File: src/design/call_return_shadow_stack_tracer_defines.svh
// assertion macros for the call/return shadow stack tracer
`ifndef CALL_RETURN_SHADOW_STACK_TRACER_DEFINES_SVH
`define CALL_RETURN_SHADOW_STACK_TRACER_DEFINES_SVH

`ifndef SYNTH

// same-cycle implication, checked out of reset
`define CRS_ASSERT_IMP(lbl, clk, rstn, ante, cons) \
	lbl: assert property (@(posedge clk) disable iff (!rstn) (ante) |-> (cons)) \
		else $error("shadow stack check failed");

// next-cycle implication, checked out of reset
`define CRS_ASSERT_NXT(lbl, clk, rstn, ante, cons) \
	lbl: assert property (@(posedge clk) disable iff (!rstn) (ante) |=> (cons)) \
		else $error("shadow stack check failed");

`else

`define CRS_ASSERT_IMP(lbl, clk, rstn, ante, cons)
`define CRS_ASSERT_NXT(lbl, clk, rstn, ante, cons)

`endif

`endif

File: src/design/crsst_pkg.sv
// shared types and constants for the call/return shadow stack tracer
`timescale 1ns / 1ps

package crsst_pkg;

	// default number of frames held
	localparam int STACK_DEPTH_DEF = 64;

	// field widths
	localparam int ADDR_W   = 32;
	localparam int CNT_W    = 7;
	localparam int IN_DATA_W  = 96;
	localparam int OUT_DATA_W = 144;

	// instruction decode constants
	localparam logic [6:0]  OPC_MASK_W = 7'h7f;
	localparam logic [6:0]  OPC_JAL    = 7'h6f;
	localparam logic [6:0]  OPC_JALR   = 7'h67;
	localparam logic [2:0]  F3_JALR    = 3'h0;
	localparam logic [4:0]  REG_ZERO   = 5'd0;
	localparam logic [4:0]  REG_RA     = 5'd1;
	localparam logic [4:0]  REG_T0     = 5'd5;
	localparam logic [11:0] IMM_ZERO   = 12'h000;
	localparam logic [31:0] INSN_LEN   = 32'd4;

	// event codes
	typedef enum logic [1:0] {
		EV_NONE      = 2'd0,
		EV_CALL      = 2'd1,
		EV_RET_MATCH = 2'd2,
		EV_RET_MISS  = 2'd3
	} event_kind_t;

	// one stack frame
	typedef struct packed {
		logic [ADDR_W-1:0] ret_addr;
		logic [ADDR_W-1:0] entry_addr;
	} frame_t;

	// shift control for the cell chain
	typedef struct packed {
		logic push;
		logic pop;
	} shift_ctl_t;

	// decode result
	typedef struct packed {
		logic              is_call;
		logic              is_ret;
		logic [ADDR_W-1:0] fall_addr;
	} insn_class_t;

endpackage

File: src/design/crsst_cell.sv
// one frame cell of the shift-register stack
`timescale 1ns / 1ps

module crsst_cell (
	input  logic                  clk,
	input  crsst_pkg::shift_ctl_t ctl,
	input  crsst_pkg::frame_t     above_frame,
	input  crsst_pkg::frame_t     below_frame,
	output crsst_pkg::frame_t     frame_q
);

	// push takes the frame from the cell nearer the top, pop from the one below
	always_ff @(posedge clk) begin
		if (ctl.push) begin
			frame_q <= above_frame;
		end else if (ctl.pop) begin
			frame_q <= below_frame;
		end
	end

endmodule

File: config.mk
export PLATFORM = sky130hd
export DESIGN_NAME = crsst_cell
export DESIGN_NICKNAME = d
export VERILOG_FILES = /design/src/design/call_return_shadow_stack_tracer_defines.svh /design/src/design/crsst_pkg.sv /design/src/design/crsst_cell.sv
export SDC_FILE = /design/constraint.sdc
export NUM_CORES = 1
export LEC_CHECK = 0
export BUFFER_PORTS_ARGS = -buffer_cell sky130_fd_sc_hd__buf_2
export CORE_UTILIZATION = 38
export CTS_CLUSTER_SIZE = 25
export DETAILED_ROUTE_END_ITERATION = 7
export PLACE_DENSITY = 0.79
export REMOVE_ABC_BUFFERS = 1
export SYNTH_ARGS = -nofsm -noshare
export SYNTH_HDL_FRONTEND = slang
export SYNTH_SLANG_ARGS = --single-unit
File: constraint.sdc
create_clock -name clk -period 2.81 [get_ports clk]
set_clock_uncertainty 0.2 [all_clocks]
set_input_delay 0.562 -clock clk [delete_from_list [all_inputs] [get_ports clk]]
set_output_delay 0.562 -clock clk [all_outputs]
set_load 0.03 [all_outputs]
Word level (Yosys, flattened, before mapping)
Index checks and enable logic that the tools add are counted.
{"block": "word_totals", "register_bits": 64, "out_inout_bits": 64}
{"block": "classes", "mux": 2, "reduce_logical": 1}
{"op": "64-bit 2-to-1 mux", "count": 2}
{"op": "2-bit nonzero test", "count": 1}

Logic depth before layout (Yosys ltp)
{"block": "depth", "depth_word": 2, "depth_mapped": 3, "mapped_depth_nobuf": 1}

Worst setup path after synthesis
OpenSTA, ideal clock, no wires.
{"block": "synth_path", "path_kind": "input -> register", "from": "in ctl[1] (netlist bit)", "to": "reg frame_q[0] (netlist bit) (enable)", "arrival_ps": 2311, "t_required_ps": 2184, "slack_ps": -126, "path_stages": 3, "cell_sequence": "buf_6 > buf_6 > or2_1"}
{"block": "synth_via", "elab_chain_len": 1}
{"element": "start, declared", "line": "crsst_cell.sv:6", "source": "input crsst_pkg::shift_ctl_t ctl,"}
{"element": "2-bit nonzero test (no line)"}
{"element": "end signal, assigned", "line": "crsst_cell.sv:15", "source": "frame_q <= above_frame;"}
{"element": "end signal, assigned", "line": "crsst_cell.sv:17", "source": "frame_q <= below_frame;"}
{"element": "end, declared", "line": "crsst_cell.sv:9", "source": "output crsst_pkg::frame_t frame_q"}
No other way between the ends.
A chain may end at the register's enable or synchronous reset.

Worst setup path after layout
{"block": "layout_path", "from": "reg frame_q[57] (netlist bit)", "to": "out frame_q[57] (netlist bit)"}
No word-level cell between the ends.

==> metrics.csv <==
stage,metric,value,unit
sta,min_period,1.67,ns
power,power_frac_comb,0.212,
final_layout,largest-register,frame_q,
global_routing,grt_pass1_vias,1940,
global_routing,grt_pass1_wl,9160,microns
route,wl_met1,2440,microns
final_layout,synthToLayoutAreaGrowth,44.6,%
logic_synthesis,synthCells,136,
critical_path,critical-path-top-delay-family,flip-flops,
sta,setup_violations,0,
floorplanning,fp.dieArea,0.00800,sq mm
logic_synthesis,synth_edf_count,64,
cts,post_cts_resized,0,
final_layout,drive_gt1_frac,0.809,
cts,clk_pin_slew,0.07,ns
floorplanning,ios,195,
cts,cts_root_buf,clkbuf_8,
floorplanning,die_width,89.4,microns
route,routed_wirelength,7140,microns
place,place.gp.congestion,0.686,
critical_path,crit_arrival,0.91,ns
place,dp_cells,424,
critical_path,crit_fanout,1,
final_layout,reg.largest.list,frame_q (64),
sta,slew_headroom,0.467,
cts,h-tree-depth,3,
route,routed.top_layer,met4,
route,drc,0,
power,sequentialPowerShare,0.440,
route,wl_met2,3990,microns
route,wl_met3,625,microns
final_layout,largest_reg_flops,64,
final_layout,final_core_util,0.573,
floorplanning,start_util,0.396,
sta,worst_pin_slew,0.800,ns
cts,numCtsBuffers,9,
final_layout,stdcell_count,440,
floorplanning,core-area,0.00733,sq mm
logic_synthesis,synth_seq_area_share,0.661,
power,power_leakage,2.01,nW
route,first_pass_iters,4,
logic_synthesis,ys_async_sr_fraction,0,
route,antenna_left,0,
place,dp_hpwl,5430,microns
run_status,outcome,"finished, final reports clean",
critical_path,crit_path_start_kind,flip-flop,
power,clock_power_share,0.348,
cts,post-cts-setup-buffer-count,0,
critical_path,crit_buf_inv,1,
logic_synthesis,yosys.area.top_type,edfxtp_1,
critical_path,path_cells,buf_2,
logic_synthesis,synthTopCellsByArea,"edfxtp_1 66%, mux2_4 25%, mux2_2 5.8%",
power,swShare,0.267,
cts,cts.sinks,64,
global_routing,grt_max_degree,65,
logic_synthesis,synthFlopType,edfxtp_1,
sta,hold_viol,0,
critical_path,crit_path_end_kind,output pin,
global_routing,grtUsageTotal,0.163,
global_routing,antenna_found_initial,0,
sta,max_freq,598,MHz
power,p_int,2.00,mW
logic_synthesis,synth_area,0.00291,sq mm
sta,finalCritPeriodShare,0.596,
route,drt_iter0_markers,52,
place,portBuffers,194,
floorplanning,die_h,89.4,microns
logic_synthesis,synthTopCellsByCount,"64 x edfxtp_1, 49 x mux2_4, 15 x mux2_2",
critical_path,slowest_delay,0.39,ns
logic_synthesis,yosys_warnings,0,
route,vias_per_cell,4.52,
power,p_switching,0.728,mW
route,wl_per_cell,16.2,microns
critical_path,worstSetupPathType,reg -> out,
cts,cts_buffer_depth,2,
sta,slew_viol_final,0,
logic_synthesis,yosysUniqueCellTypes,6,
logic_synthesis,avgSynthCellArea,21.4,sq um
route,vias,1987,
critical_path,required,2.05,ns
global_routing,overflow,0,
cts,postCtsHoldBufs,0,
power,power.density,648,mW/mm^2
logic_synthesis,synth_top_area_share,0.661,
final_layout,diodes,0,
sta,tns,0,ns
floorplanning,num_rows,31,
power,max-vdd-ir-drop,0.000296,V
cts,cts_tree,done,
sta,rsz0062_at_grt,no,
hold_path,min_path_type,in -> reg,
critical_path,slowest_stage,edfxtp_1,
run,drv_cap,0,
power,p_total,2.72,mW
final_layout,final_nets,467,
logic_synthesis,yosysMostFrequentCell,edfxtp_1,
sta,whs,0.326,ns
logic_synthesis,ys_seq_elements,64,
==> worst paths after layout <==
path,startpoint,slack (ns),to,cells past startpoint
worst max-delay path,frame_q[57],1.14,frame_q[57],1
worst min-delay path,below_frame[19],0.33,frame_q[19],2
==> final cells by class <==
type | count | area [sq um]
flip-flops and latches | 64 | 1920
well taps | 99 | 124
clock buffers | 9 | 124
clock inverters | 7 | 119
repair buffers | 196 | 1000
fillers | 591 | 3130
multi-input cells | 65 | 911
==> kinds of logic after synthesis <==
family	Yosys count	share of synthesized area
DFF	64	0.661
muxes	64	0.311
and+or+nand+nor	1	0.00215
buffers and inverters	7	0.0250
==> through the flow <==
step / instance area [sq um] / setup WS [ns]
2_1_floorplan: 2830 / 0.192
3_3_place_gp: 3960 / 0.821
3_5_place_dp: 3960 / 0.798
4_1_cts: 4200 / 1.11
5_1_grt: 4200 / 1.10
6_report: 4200 / 1.14
==> layer usage <==
metal | GRT usage | up-vias
met4 | 0.0606 | 0
met2 | 0.321 | 98
met1 | 0.157 | 948
li1 | - | 934
met3 | 0.0508 | 7
met5 | 0 | -
==> power groups by stage <==
stage,combinational (mW),clock (mW),sequential [mW]
6_report,0.577,0.948,1.20
5_1_grt,0.606,1.00,1.21
4_1_cts,0.583,0.964,1.20
3_5_place_dp,0.581,0,1.22
3_3_place_gp,0.570,0,1.22
2_1_floorplan,0.122,0,1.44
==> layout by cell type (no fill, tap or decap) <==
master / n
clkinv_4: 1
mux2_2: 15
bufinv_16: 3
edfxtp_1: 64
buf_4: 2
buf_2: 193
inv_6: 1
clkinvlp_4: 1
clkinv_1: 1
buf_12: 1
mux2_4: 49
or2_2: 1
clkbuf_8: 9
No activity file was read; power rests on OpenSTA's default activity.
