--- config.mk ---
export PLATFORM = sky130hd
export DESIGN_NAME = crsst_decode
export DESIGN_NICKNAME = d
export VERILOG_FILES = /design/src/design/call_return_shadow_stack_tracer_defines.svh /design/src/design/crsst_pkg.sv /design/src/design/crsst_decode.sv
export SDC_FILE = /design/constraint.sdc
export NUM_CORES = 1
export LEC_CHECK = 0
export BUFFER_PORTS_ARGS = -buffer_cell sky130_fd_sc_hd__clkbuf_2
export CORE_AREA = 2 2 64 66
export DETAILED_ROUTE_END_ITERATION = 8
export DIE_AREA = 0 0 66 68
export PLACE_DENSITY_LB_ADDON = 0.05
export SYNTH_ARGS = -nofsm -noshare
export SYNTH_HDL_FRONTEND = slang
export SYNTH_SLANG_ARGS = --single-unit
--- constraint.sdc ---
create_clock -name vclk -period 6.1
set_clock_uncertainty 0.1 [all_clocks]
set_input_delay 0 -clock vclk [all_inputs]
set_output_delay 0 -clock vclk [all_outputs]
set_load 0.02 [all_outputs]
--- src/design/call_return_shadow_stack_tracer_defines.svh ---
// assertion macros for the call/return shadow stack tracer
`ifndef CALL_RETURN_SHADOW_STACK_TRACER_DEFINES_SVH
`define CALL_RETURN_SHADOW_STACK_TRACER_DEFINES_SVH

`ifndef SYNTH

// same-cycle implication, checked out of reset
`define CRS_ASSERT_IMP(lbl, clk, rstn, ante, cons) \
	lbl: assert property (@(posedge clk) disable iff (!rstn) (ante) |-> (cons)) \
		else $error("shadow stack check failed");

// next-cycle implication, checked out of reset
`define CRS_ASSERT_NXT(lbl, clk, rstn, ante, cons) \
	lbl: assert property (@(posedge clk) disable iff (!rstn) (ante) |=> (cons)) \
		else $error("shadow stack check failed");

`else

`define CRS_ASSERT_IMP(lbl, clk, rstn, ante, cons)
`define CRS_ASSERT_NXT(lbl, clk, rstn, ante, cons)

`endif

`endif

--- src/design/crsst_pkg.sv ---
// shared types and constants for the call/return shadow stack tracer
`timescale 1ns / 1ps

package crsst_pkg;

	// default number of frames held
	localparam int STACK_DEPTH_DEF = 64;

	// field widths
	localparam int ADDR_W   = 32;
	localparam int CNT_W    = 7;
	localparam int IN_DATA_W  = 96;
	localparam int OUT_DATA_W = 144;

	// instruction decode constants
	localparam logic [6:0]  OPC_MASK_W = 7'h7f;
	localparam logic [6:0]  OPC_JAL    = 7'h6f;
	localparam logic [6:0]  OPC_JALR   = 7'h67;
	localparam logic [2:0]  F3_JALR    = 3'h0;
	localparam logic [4:0]  REG_ZERO   = 5'd0;
	localparam logic [4:0]  REG_RA     = 5'd1;
	localparam logic [4:0]  REG_T0     = 5'd5;
	localparam logic [11:0] IMM_ZERO   = 12'h000;
	localparam logic [31:0] INSN_LEN   = 32'd4;

	// event codes
	typedef enum logic [1:0] {
		EV_NONE      = 2'd0,
		EV_CALL      = 2'd1,
		EV_RET_MATCH = 2'd2,
		EV_RET_MISS  = 2'd3
	} event_kind_t;

	// one stack frame
	typedef struct packed {
		logic [ADDR_W-1:0] ret_addr;
		logic [ADDR_W-1:0] entry_addr;
	} frame_t;

	// shift control for the cell chain
	typedef struct packed {
		logic push;
		logic pop;
	} shift_ctl_t;

	// decode result
	typedef struct packed {
		logic              is_call;
		logic              is_ret;
		logic [ADDR_W-1:0] fall_addr;
	} insn_class_t;

endpackage

--- src/design/crsst_decode.sv ---
// link-register hint classification of one retired instruction
`timescale 1ns / 1ps

module crsst_decode (
	input  logic [crsst_pkg::ADDR_W-1:0] instr_pc,
	input  logic [crsst_pkg::ADDR_W-1:0] instr_word,
	input  logic [crsst_pkg::ADDR_W-1:0] next_pc,
	output crsst_pkg::insn_class_t       cls
);

	logic [6:0]  opc;
	logic [4:0]  rd;
	logic [4:0]  rs1;
	logic [2:0]  f3;
	logic [11:0] imm;
	logic        is_jal;
	logic        is_jalr;
	logic        taken;
	logic [crsst_pkg::ADDR_W-1:0] fall;

	// instruction fields
	assign opc = instr_word[6:0] & crsst_pkg::OPC_MASK_W;
	assign rd  = instr_word[11:7];
	assign f3  = instr_word[14:12];
	assign rs1 = instr_word[19:15];
	assign imm = instr_word[31:20];

	// fall-through address and jump detection
	assign fall    = instr_pc + crsst_pkg::INSN_LEN;
	assign taken   = (next_pc != fall);
	assign is_jal  = (opc == crsst_pkg::OPC_JAL);
	assign is_jalr = (opc == crsst_pkg::OPC_JALR) && (f3 == crsst_pkg::F3_JALR);

	// call: link into ra or t0; return: jump through ra or t0 with no offset
	assign cls.is_call   = (is_jal || is_jalr) &&
		(rd == crsst_pkg::REG_RA || rd == crsst_pkg::REG_T0) && taken;
	assign cls.is_ret    = is_jalr && (rd == crsst_pkg::REG_ZERO) &&
		(rs1 == crsst_pkg::REG_RA || rs1 == crsst_pkg::REG_T0) &&
		(imm == crsst_pkg::IMM_ZERO) && taken;
	assign cls.fall_addr = fall;

endmodule

* After elaboration in Yosys (flattened, before gate mapping) *
Cells that the tools add are included.

cells by class
  $add $sub $neg = 1
  equality and inequality tests = 7
  reduce and logical (&&, ||, !) cells = 13

operators by type and width
  operator                                       number
  adder 32 x 3 -> 32 bit, second input constant  1
  != test 32 bit                                 1
  == test 7 bit, second input constant           2
  zero test 12 bit                               1
  == test 5 x 1 -> 1 bit, second input constant  2
  == test 5 x 3 -> 1 bit, second input constant  2
  logical AND 1 bit                              7
  zero test 5 bit                                1
  zero test 3 bit                                1
  logical OR 1 bit                               3

word-level totals
  bits in registers = 0
  bits of input ports = 96
  output and inout port bits = 34
  word-level logic and storage cells = 21

* Depth between registers and ports, before layout *
  depth in word-level cells = 6
  depth in mapped cells = 11
  gate-level depth less buffers = 9

* Worst setup path before layout *
No wires, ideal clock.

  kind = input to output
  from = input instr_pc[13] (netlist bit)
  to = output cls[32] (netlist bit)
  data arrival time = 2.647 ns
  slack = 3.353 ns
  cell stages on the path = 11
  path buffers = 3
  cells stage by stage = clkbuf_2 nand4_2 or4_1 buf_2 or4_1 buf_2 o32ai_2 a221oi_2 o2111ai_2 nor4_2 nor4_1

RTL lines
  item             RTL line           RTL
  start, declared  crsst_decode.sv:5  input logic [crsst_pkg::ADDR_W-1:0] instr_pc,
  end, declared    crsst_decode.sv:8  output crsst_pkg::insn_class_t cls

==> run summary <==
Chip height -> 68 µm
Share of layout cells above drive strength 1 -> 41.3%
DIE AREA -> 4490 µm²
Post-route setup slack -> 2.84 ns
Core Util, Final -> 59.0%
Run status -> complete, no violations
Setup TNS -> 0 ns
Synthesis-to-finish area growth -> 38.6%
DR pass1 iterations -> 4
Core Rows -> 23
Mapped Area -> 1640 µm²
Initial DRC Count -> 88
Post-synthesis cell type count -> 55
Worst-path cell chain -> clkbuf_2, nand4_2, or4_1, or3_1, o2bb2ai_1, a211oi_1, nand4_1, nor4_2, nor4_1, clkbuf_2
Sequential cells -> 0
Via count -> 2135
Least-Margin Pin Slew -> 0.689 ns
Most frequent cells in the layout -> clkbuf_2 (129), xor2_1 (28), xnor2_1 (26)
Vias per std cell -> 5.46
Critical path class -> input pin to output port
Vias in the first global route -> 1775
FILL cells -> 397
Fin crit period -> 3.26 ns
Most used cell, CP -> clkbuf_2
Final setup vio count -> 0
CP top delay family -> simple AND/OR/NAND/NOR gates
Peak VDD IR -> 48.1 µV
Cts repair resizes -> 0
I/O pins -> 130
Clock buffer count -> 0
Number of max-cap violations -> 0
Grt ovf -> 0
Max FO, Critical Path -> 15
Critical Path RT -> 6.00 ns
Buffers on Ports -> 129
First-pass GRT wire length -> 7810 µm
Setup Buffers After CTS -> 0
Yosys warns -> 0
Routed wl met3 -> 440 µm
Hold buffers post-CTS -> 0
Pins Over Slew Limit -> 0
CP endpoint kind -> output port
Post-synthesis sequential area ratio -> 0%
Ant diodes -> 0
Slew HR -> 53.7%
Routed length per placed instance -> 13.5 µm
Max Clock Freq -> 307 MHz
Fin crit share -> 53.4%
FF/Latch Area -> 0 µm²
Syn Inst Count -> 227
Leak pwr -> 1.02 nW
Pwr dens -> 60.9 nW/µm²
Hold Vio Cnt, Final -> 0
Mapped Avg Cell Area -> 7.23 µm²
Post-Place Worst Slack -> 2.91 ns
Final #Nets -> 440
CP max stage cell -> or4_1
DP Area -> 2270 µm²
Worst hold-check path type -> input pin to output port
Residual DRC -> 0
Core Footprint -> 3860 µm²
RSZ-0062 raised after global routing -> false
GRT Total Usage -> 21.3%
Die width -> 66 µm
Max stage delay on crit path -> 0.89 ns
Syn_nets -> 324
Pin count of the biggest net entering global routing -> 16
Buffer and inverter count on the worst path -> 2
Worst setup SP type -> input pin
Antenna Violating Nets Remaining -> 0
Gp weighted congestion -> 0.847
Drt total wl -> 5260 µm
Routed length on met2 -> 2640 µm
Multi-input gate area -> 1540 µm²
M1 WL -> 2180 µm
HPWL after DPL -> 4560 µm
Starting Density -> 42.5%
Commonest non-fill, non-tap cell in the layout -> clkbuf_2
Highest metal used -> met3
Post-route cell area -> 2270 µm²
Initial antenna violation count -> 0
Arrival @ worst endpoint -> 3.16 ns
cell usage after synthesis, types with 2 or more instances:
master	n	area share, %
inv_1	6	1.4
xnor2_1	26	14
buf_2	2	0.61
o221ai_1	2	1.1
nor3_1	11	3.4
and4_1	2	1.1
nand4_1	11	4.2
a2111oi_0	2	1.1
a31oi_1	3	1.1
nand3_1	14	4.3
and3_1	2	0.76
o31a_1	2	1.1
nand2_1	16	3.7
o31ai_1	2	0.92
a221oi_1	3	1.6
nor4_1	13	5.0
nor4_2	3	2.3
xor2_1	28	15
o41ai_1	4	2.1
or4_1	5	2.3
a21oi_1	2	0.61
nor2b_1	5	1.9
nand2b_1	2	0.76
nand4_2	2	1.5
xnor3_1	4	5.5
o21ai_0	5	1.5
buf_4	4	1.8
nor2_1	11	2.5
clkbuf_1	8	1.8
or3_1	2	0.76
where the power goes:
group          switching (mW)  internal [mW]  leakage [nW]
clock                       0              0             0
combinational          0.0755         0.0629          1.02
sequential                  0              0             0
total                  0.0755         0.0629          1.02
kinds of logic (layout without fill, tap and decap cells):
kind of cell,after synthesis,in the layout,share of synthesized area (%)
and+or+nand+nor,107,107,38.4
AOI/OAI and AO/OA,39,39,19.9
buffers and inverters,21,135,5.95
muxes,1,1,0.610
adders and majority gates,1,1,0.763
xor gates and xnor gates,58,58,34.3
path summary, 6_finish.rpt:
kind / end / from / depth (start not counted) / slack [ns]
worst max-delay path: cls[32] / instr_pc[5] / 10 / 2.84
worst min-delay path: cls[1] / instr_pc[1] / 2 / 0.14
metrics by stage:
step	hold slack [ns]	power [mW]	std cells
after floorplan	-0.0234	0.0766	227
after global placement	0.140	0.137	391
after detailed placement	0.144	0.138	391
after CTS	0.144	0.139	391
after global routing	0.155	0.151	391
final	0.142	0.138	391
cell type report:
class              count  share of cell area, %
inverters              6                  0.991
multi-input cells    206                   67.9
well taps             50                   2.75
repair buffers       129                   28.4
routing by layer:
metal	global-route usage, %	up-vias
li1	-	1104
met1	29.1	937
met2	39.8	94
met3	0.822	0
met4	0	0
met5	0	-
(Power assumes the default switching activity.)
